$ cat config.mk
export PLATFORM = sky130hd
export DESIGN_NAME = md5_hash_engine
export DESIGN_NICKNAME = d
export VERILOG_FILES = /design/src/md5_pkg.sv /design/src/md5_round.sv /design/src/md5_hash_engine.sv
export SDC_FILE = /design/constraint.sdc
export NUM_CORES = 2
export LEC_CHECK = 0
export BUFFER_PORTS_ARGS = -buffer_cell sky130_fd_sc_hd__buf_2
export CORE_UTILIZATION = 62
export CTS_CLUSTER_DIAMETER = 40
export DETAILED_ROUTE_END_ITERATION = 6
export MAX_ROUTING_LAYER = met4
export PLACE_DENSITY_LB_ADDON = 0.12
export SYNTH_ARGS = -nofsm -noshare
export SYNTH_HDL_FRONTEND = slang
export SYNTH_HIERARCHICAL = 1
export SYNTH_SLANG_ARGS = --single-unit
$ cat constraint.sdc
create_clock -name clk_i -period 22.2 [get_ports clk_i]
set_input_delay 4.44 -clock clk_i [delete_from_list [all_inputs] [get_ports clk_i]]
set_output_delay 4.44 -clock clk_i [all_outputs]
set_load 0.01 [all_outputs]
$ cat src/md5_pkg.sv
`timescale 1ns / 1ps
package md5_pkg;

  typedef struct packed {
    logic [7:0] data_byte;
    logic       has_byte;
    logic       is_last;
  } md5_in_t;

  typedef struct packed {
    logic [63:0] digest_head;
    logic [63:0] digest_tail;
  } md5_out_t;

  localparam logic [31:0] IvA = 32'h67452301;
  localparam logic [31:0] IvB = 32'hefcdab89;
  localparam logic [31:0] IvC = 32'h98badcfe;
  localparam logic [31:0] IvD = 32'h10325476;

  localparam logic [31:0] RoundK [64] = '{
    32'hd76aa478, 32'he8c7b756, 32'h242070db, 32'hc1bdceee,
    32'hf57c0faf, 32'h4787c62a, 32'ha8304613, 32'hfd469501,
    32'h698098d8, 32'h8b44f7af, 32'hffff5bb1, 32'h895cd7be,
    32'h6b901122, 32'hfd987193, 32'ha679438e, 32'h49b40821,
    32'hf61e2562, 32'hc040b340, 32'h265e5a51, 32'he9b6c7aa,
    32'hd62f105d, 32'h02441453, 32'hd8a1e681, 32'he7d3fbc8,
    32'h21e1cde6, 32'hc33707d6, 32'hf4d50d87, 32'h455a14ed,
    32'ha9e3e905, 32'hfcefa3f8, 32'h676f02d9, 32'h8d2a4c8a,
    32'hfffa3942, 32'h8771f681, 32'h6d9d6122, 32'hfde5380c,
    32'ha4beea44, 32'h4bdecfa9, 32'hf6bb4b60, 32'hbebfbc70,
    32'h289b7ec6, 32'heaa127fa, 32'hd4ef3085, 32'h04881d05,
    32'hd9d4d039, 32'he6db99e5, 32'h1fa27cf8, 32'hc4ac5665,
    32'hf4292244, 32'h432aff97, 32'hab9423a7, 32'hfc93a039,
    32'h655b59c3, 32'h8f0ccc92, 32'hffeff47d, 32'h85845dd1,
    32'h6fa87e4f, 32'hfe2ce6e0, 32'ha3014314, 32'h4e0811a1,
    32'hf7537e82, 32'hbd3af235, 32'h2ad7d2bb, 32'heb86d391
  };

  // Message word index used by round r.
  function automatic logic [3:0] msg_index(input logic [5:0] r);
    logic [3:0] lo;
    lo = r[3:0];
    unique case (r[5:4])
      2'd0: msg_index = lo;
      2'd1: msg_index = 4'((lo * 5) + 1);
      2'd2: msg_index = 4'((lo * 3) + 5);
      default: msg_index = 4'(lo * 7);
    endcase
  endfunction

  function automatic logic [4:0] rot_amt(input logic [5:0] r);
    logic [4:0] s;
    unique case ({r[5:4], r[1:0]})
      4'h0: s = 5'd7;  4'h1: s = 5'd12; 4'h2: s = 5'd17; 4'h3: s = 5'd22;
      4'h4: s = 5'd5;  4'h5: s = 5'd9;  4'h6: s = 5'd14; 4'h7: s = 5'd20;
      4'h8: s = 5'd4;  4'h9: s = 5'd11; 4'ha: s = 5'd16; 4'hb: s = 5'd23;
      4'hc: s = 5'd6;  4'hd: s = 5'd10; 4'he: s = 5'd15; default: s = 5'd21;
    endcase
    rot_amt = s;
  endfunction

  function automatic logic [31:0] bswap(input logic [31:0] v);
    bswap = {v[7:0], v[15:8], v[23:16], v[31:24]};
  endfunction

endpackage

$ cat src/md5_round.sv
`timescale 1ns / 1ps
module md5_round (
  input  logic [5:0]  round_i,
  input  logic [31:0] a_i,
  input  logic [31:0] b_i,
  input  logic [31:0] c_i,
  input  logic [31:0] d_i,
  input  logic [31:0] m_i,
  output logic [31:0] b_o
);
  import md5_pkg::*;

  logic [31:0] f;
  logic [31:0] sum;
  logic [4:0]  s;
  logic [63:0] dbl;

  always_comb begin
    unique case (round_i[5:4])
      2'd0: f = (b_i & c_i) | (~b_i & d_i);
      2'd1: f = (b_i & d_i) | (c_i & ~d_i);
      2'd2: f = b_i ^ c_i ^ d_i;
      default: f = c_i ^ (b_i | ~d_i);
    endcase
    sum = a_i + f + RoundK[round_i] + m_i;
    s   = rot_amt(round_i);
    dbl = {sum, sum} << s;
    b_o = b_i + dbl[63:32];
  end
endmodule

$ cat src/md5_hash_engine.sv
`timescale 1ns / 1ps
// Streaming MD5: at most one message byte per transaction, digest on the last one.
// For a data byte, the accept cycle reads its block-store word, the next merges it.
// A full block adds 64 compression rounds plus one fold step; no new byte is accepted
// until the fold is done. After a finish is accepted, the engine pads, compresses and
// presents the digest.
// Reset (rst_ni low, asynchronous) loads the initial chaining value and a zero count.
module md5_hash_engine (
  input  logic              clk_i,
  input  logic              rst_ni,
  input  logic              in_valid_i,
  output logic              in_ready_o,
  input  md5_pkg::md5_in_t  in_data_i,
  output logic              out_valid_o,
  input  logic              out_ready_i,
  output md5_pkg::md5_out_t out_data_o
);
  import md5_pkg::*;

  // Sequencer states.
  localparam logic [2:0] StIdle  = 3'd0; // waiting for a transaction
  localparam logic [2:0] StMerge = 3'd1; // block word read is back, merge byte
  localparam logic [2:0] StComp  = 3'd2; // one compression round per cycle
  localparam logic [2:0] StFold  = 3'd3; // add working vars into chaining value
  localparam logic [2:0] StPad   = 3'd4; // write padding words one per cycle
  localparam logic [2:0] StOut   = 3'd5; // digest waiting to be taken

  logic [2:0]  state_q, state_d;

  // Block store: 16 words, one write and one registered read port.
  logic [31:0] mem [16];
  logic        mem_we;
  logic [3:0]  mem_waddr, mem_raddr;
  logic [31:0] mem_wdata, mem_rdata_q;
  logic        fwd_q;
  logic [31:0] fwd_data_q;
  logic [31:0] mem_rdata;

  // A read of the word written at the same edge returns the new data through the bypass.
  always_ff @(posedge clk_i) begin
    if (mem_we) begin
      mem[mem_waddr] <= mem_wdata;
    end
    mem_rdata_q <= mem[mem_raddr];
    fwd_q       <= mem_we && (mem_waddr == mem_raddr);
    fwd_data_q  <= mem_wdata;
  end

  assign mem_rdata = fwd_q ? fwd_data_q : mem_rdata_q;

  logic [31:0] cv_q [4];
  logic [31:0] cv_d [4];
  logic [31:0] a_q, b_q, c_q, d_q, a_d, b_d, c_d, d_d;
  logic [63:0] cnt_q, cnt_d;
  logic [6:0]  rnd_q, rnd_d;     // compression round, bit 6 unused beyond 64
  logic [3:0]  pidx_q, pidx_d;   // padding word index
  logic        fin_q, fin_d;     // finishing the message
  logic        two_q, two_d;     // padding needs an extra block
  md5_in_t     item_q, item_d;
  md5_out_t    dig_q, dig_d;
  logic [31:0] rb;

  logic [5:0] pos;
  assign pos = cnt_q[8:3];

  md5_round u_round (
    .round_i(rnd_q[5:0]), .a_i(a_q), .b_i(b_q), .c_i(c_q), .d_i(d_q),
    .m_i(mem_rdata), .b_o(rb)
  );

  assign in_ready_o  = (state_q == StIdle);
  assign out_valid_o = (state_q == StOut);
  assign out_data_o  = dig_q;

  always_comb begin
    logic [31:0] merged;
    logic [5:0]  nr;
    state_d = state_q; cv_d = cv_q;
    a_d = a_q; b_d = b_q; c_d = c_q; d_d = d_q;
    cnt_d = cnt_q; rnd_d = rnd_q; pidx_d = pidx_q;
    fin_d = fin_q; two_d = two_q; item_d = item_q; dig_d = dig_q;
    mem_we = 1'b0; mem_waddr = pos[5:2]; mem_wdata = '0;
    mem_raddr = pos[5:2];
    merged = '0;
    nr = rnd_q[5:0] + 6'd1;
    unique case (state_q)
      StIdle: begin
        if (in_valid_i) begin
          item_d = in_data_i;
          if (in_data_i.has_byte) begin
            state_d = StMerge;
          end else if (in_data_i.is_last) begin
            fin_d = 1'b1;
            state_d = StMerge;
          end
        end
      end
      StMerge: begin
        // Store the data byte, or the 0x80 marker when finishing.
        unique case (pos[1:0])
          2'd0: merged = 32'h0;
          2'd1: merged = {24'h0, mem_rdata[7:0]};
          2'd2: merged = {16'h0, mem_rdata[15:0]};
          default: merged = {8'h0, mem_rdata[23:0]};
        endcase
        mem_we = 1'b1;
        mem_wdata = merged | (32'((fin_q ? 8'h80 : item_q.data_byte)) << {pos[1:0], 3'b0});
        if (fin_q) begin
          two_d  = (pos >= 6'd56);
          pidx_d = pos[5:2] + 4'd1;
          state_d = StPad;
          if (pos[5:2] == 4'd15) begin
            state_d = StComp; rnd_d = '0; mem_raddr = msg_index(6'd0);
            a_d = cv_q[0]; b_d = cv_q[1]; c_d = cv_q[2]; d_d = cv_q[3];
          end
        end else begin
          cnt_d = cnt_q + 64'd8;
          if (pos == 6'd63) begin
            state_d = StComp; rnd_d = '0; mem_raddr = msg_index(6'd0);
            a_d = cv_q[0]; b_d = cv_q[1]; c_d = cv_q[2]; d_d = cv_q[3];
          end else if (item_q.is_last) begin
            fin_d = 1'b1; state_d = StMerge; mem_raddr = cnt_d[8:5];
          end else begin
            state_d = StIdle;
          end
        end
      end
      StPad: begin
        // Zero words; the last two get the bit count unless a second block follows.
        mem_we = 1'b1; mem_waddr = pidx_q;
        if (!two_q && pidx_q == 4'd14) begin
          mem_wdata = cnt_q[31:0];
        end else if (!two_q && pidx_q == 4'd15) begin
          mem_wdata = cnt_q[63:32];
        end
        pidx_d = pidx_q + 4'd1;
        if (pidx_q == 4'd15) begin
          state_d = StComp; rnd_d = '0;
          a_d = cv_q[0]; b_d = cv_q[1]; c_d = cv_q[2]; d_d = cv_q[3];
        end
        mem_raddr = msg_index(6'd0);
      end
      StComp: begin
        a_d = d_q; d_d = c_q; c_d = b_q; b_d = rb;
        mem_raddr = msg_index(nr);
        rnd_d = rnd_q + 7'd1;
        if (rnd_q[5:0] == 6'd63) begin
          state_d = StFold;
        end
      end
      default: begin
        if (state_q == StFold) begin
          cv_d[0] = cv_q[0] + a_q; cv_d[1] = cv_q[1] + b_q;
          cv_d[2] = cv_q[2] + c_q; cv_d[3] = cv_q[3] + d_q;
          if (!fin_q) begin
            if (item_q.is_last) begin
              fin_d = 1'b1; state_d = StMerge; mem_raddr = cnt_q[8:5];
            end else begin
              state_d = StIdle;
            end
          end else if (two_q) begin
            two_d = 1'b0; pidx_d = '0; state_d = StPad;
          end else begin
            dig_d.digest_head = {bswap(cv_d[0]), bswap(cv_d[1])};
            dig_d.digest_tail = {bswap(cv_d[2]), bswap(cv_d[3])};
            state_d = StOut;
          end
        end else if (state_q == StOut) begin
          if (out_ready_i) begin
            cv_d[0] = IvA; cv_d[1] = IvB; cv_d[2] = IvC; cv_d[3] = IvD;
            cnt_d = '0; fin_d = 1'b0; two_d = 1'b0; state_d = StIdle;
          end
        end else begin
          state_d = StIdle;
        end
      end
    endcase
  end

  always_ff @(posedge clk_i or negedge rst_ni) begin
    if (!rst_ni) begin
      state_q <= StIdle;
      cv_q[0] <= IvA; cv_q[1] <= IvB; cv_q[2] <= IvC; cv_q[3] <= IvD;
      cnt_q <= '0; rnd_q <= '0; pidx_q <= '0; fin_q <= 1'b0; two_q <= 1'b0;
    end else begin
      state_q <= state_d; cv_q <= cv_d; cnt_q <= cnt_d;
      rnd_q <= rnd_d; pidx_q <= pidx_d; fin_q <= fin_d; two_q <= two_d;
    end
  end

  always_ff @(posedge clk_i) begin
    a_q <= a_d; b_q <= b_d; c_q <= c_d; d_q <= d_d;
    item_q <= item_d; dig_q <= dig_d;
  end
endmodule
==> flow_metrics.tcl <==
set metrics [dict create \
    status "finished with violations" \
    violations "DRC" \
    wl_um 183500 \
    worstPathArrival_ns 11.08 \
    grt_max_degree 122 \
    clkSlewWorstSetupHoldPaths_ns 0.05 \
    ys_seq_elements 1046 \
    criticalPathCategory "flip-flop to flip-flop" \
    seq_area_frac_synth_pct 49.50 \
    std_cell_rows 113 \
    io_buffers 143 \
    setup-tns-final_ns 0 \
    ys_types 105 \
    tritoncts "done" \
    fin_ws_ns 11.62 \
    crit_fanout 93 \
    dieArea_um2 98410 \
    cts_resized 0 \
    setup_violations 0 \
    worstSetupEndpointType "flip-flop" \
    cts_htree_levels 4 \
    initial_core_util_pct 63.03 \
    final_cells 7051 \
    hold_violations 0 \
    overflow 0 \
    postCtsHoldBufs 0 \
    netlist_instances 5600 \
    fin_crit_ns 10.58 \
    fillers 7118 \
    critPathMaxStageDelay_ns 0.96 \
    ys_async_sr_fraction_pct 19.50 \
    final_common_cell "edfxtp_1" \
    grt_pass1_wl_um 272100 \
    synth_area_um2 60240 \
    crit_slowest_cell "dfrtp_4" \
    coreArea_um2 95580 \
    finalMaxSlewViolations 0 \
    worst_pin_slew_ns 1.414 \
    multi_input_area_um2 28480 \
    fmax_ghz 0.09452 \
    die_h_um 313.7 \
    preCtsSetupSlack_ns 11.87 \
    grt_pass1_vias 43990 \
    hold_path_class "flip-flop to flip-flop" \
    skew_ns 0.03374 \
    via_per_inst 6.584 \
    cts.path.max_buffers 3 \
    holdWs_ns 0.5232 \
    drive_above_1_share_pct 11.40 \
    synth_nets 5902 \
    clock-root-buffer "clkbuf_16" \
    dieWidth_um 313.7 \
    rsz0062_at_grt "false" \
    ios 144 \
    synth_ff_type "edfxtp_1" \
    track_usage_pct 38.05 \
    firstDrtPassIters 7 \
    yosysWarnings 6 \
    drc 1 \
    synth-edff-count 777 \
    regToRegSetupSlack_ns 11.62 \
    ant_nets 0 \
    wl_per_cell_um 26.03 \
    vias 46420 \
    relSlewSlack_pct 5.725 \
    clock_latency_ns 0.76 \
    antenna_found_initial 3 \
    hpwl_um 124100 \
    cp-start-kind "flip-flop" \
    fin_crit_sh_pct 47.66 \
    drtIter0Drc 6116 \
    gp_congestion 1.047 \
    syn_to_final_growth_pct 11.06 \
    drv_cap 0 \
    ff_latch_area_um2 29830 \
    post_cts.repair.setup_buffers 0 \
    cts.sinks 1046 \
    worstPathRequired_ns 22.70 \
    finish.net_count 5970 \
    layout_common_cells "edfxtp_1 (777), nand2_1 (775), mux2i_1 (565)" \
    dp_cells 6796 \
    cts_buffers 135 \
    avgSynthCellArea_um2 10.76 \
]
-- cell families (layout without fill, tap and decap cells) --
kind of cell | Yosys count | count (layout) | synth area share, %
DFF | 1046 | 1046 | 49.50
other | 0 | 3 | 0
muxes | 622 | 622 | 10.73
buffers and inverters | 545 | 728 | 3.643
and+or+nand+nor | 1564 | 1564 | 11.42
AOI/OAI and AO/OA | 1238 | 1238 | 13.47
adders and majority gates | 318 | 318 | 7.315
xor gates and xnor gates | 267 | 267 | 3.917
-- worst max-delay path: cells and delay by family, from the launching register on --
| family | cells | cell delay [ns] |
|---|---|---|
| buffers and inverters | 3 | 1.08 |
| DFF | 1 | 0.96 |
| and+or+nand+nor | 5 | 0.84 |
| muxes | 1 | 0.57 |
| AOI/OAI and AO/OA | 17 | 4.28 |
| xor gates and xnor gates | 3 | 0.51 |
| adders and majority gates | 5 | 2.04 |
-- registers in the layout (all words and copies together) (netlist names), 9 cells and up --
signal       cells
mem            512
cv_q           128
out_data_o     128
cnt_q           61
a_q             32
b_q             32
c_q             32
d_q             32
fwd_data_q      32
mem_rdata_q     32
item_q           9
-- final cells by class --
type	count	area share, %
flip-flops and latches	1046	44.59
multi-input cells	4009	42.57
clock buffers	166	5.409
well taps	1265	2.366
repair buffers	235	2.155
clock inverters	86	1.541
inverters	241	1.356
diodes	3	0.01122
-- final timing paths --
path                           start   endpoint  cells past startpoint
max                         rnd_q[5]    b_q[31]                     34
min                        cv_q[114]  cv_q[114]                      1
max reg2reg                 rnd_q[5]    b_q[31]                     34
min reg2reg                cv_q[114]  cv_q[114]                      1
max in group asynchronous     rst_ni   rnd_q[2]                      2
min in group asynchronous     rst_ni    cv_q[3]                      1
-- per-layer routing --
metal	up-vias	global-route usage [%]	share of wire, %
met5	-	-	0
met4	0	15.00	4.0
met3	415	7.356	10
met2	2484	53.94	43
met1	22780	53.99	42
li1	20740	-	-
-- metrics by stage --
| step | utilization (%) | area [um2] |
|---|---|---|
| finish | 70.00 | 66900 |
| global route | 69.99 | 66890 |
| CTS | 69.99 | 66890 |
| detailed placement | 65.12 | 62240 |
| global placement | 65.12 | 62240 |
| floorplan | - | 60240 |
-- Yosys cell counts (31+ instances only) --
library cell	count	area (um2)
edfxtp_1	777	23330
nand2_1	775	2909
mux2i_1	566	5665
nor2_1	329	1235
a21oi_1	275	1376
o21ai_0	246	1231
inv_1	237	889.6
ha_1	221	2765
clkbuf_1	206	773.2
xnor2_1	152	1331
dfrtp_1	140	3503
nand3_1	134	670.6
xor2_1	113	989.7
a31oi_1	102	638.1
a21o_1	94	705.7
nor3_1	75	375.4
fa_1	67	1341
a211oi_1	65	488.0
dfxtp_1	65	1301
dfstp_2	64	1682
o22ai_1	48	300.3
buf_1	42	157.7
mux2_2	41	461.7
o221ai_1	39	341.6
or3_1	38	237.7
o21a_1	36	270.3
and3_1	35	219.0
a22o_1	31	271.5
nand2b_1	31	193.9
o211ai_1	31	232.7
Power is not shown: default switching activity piles up to over one toggle a cycle in this logic, so the estimate is an artifact.
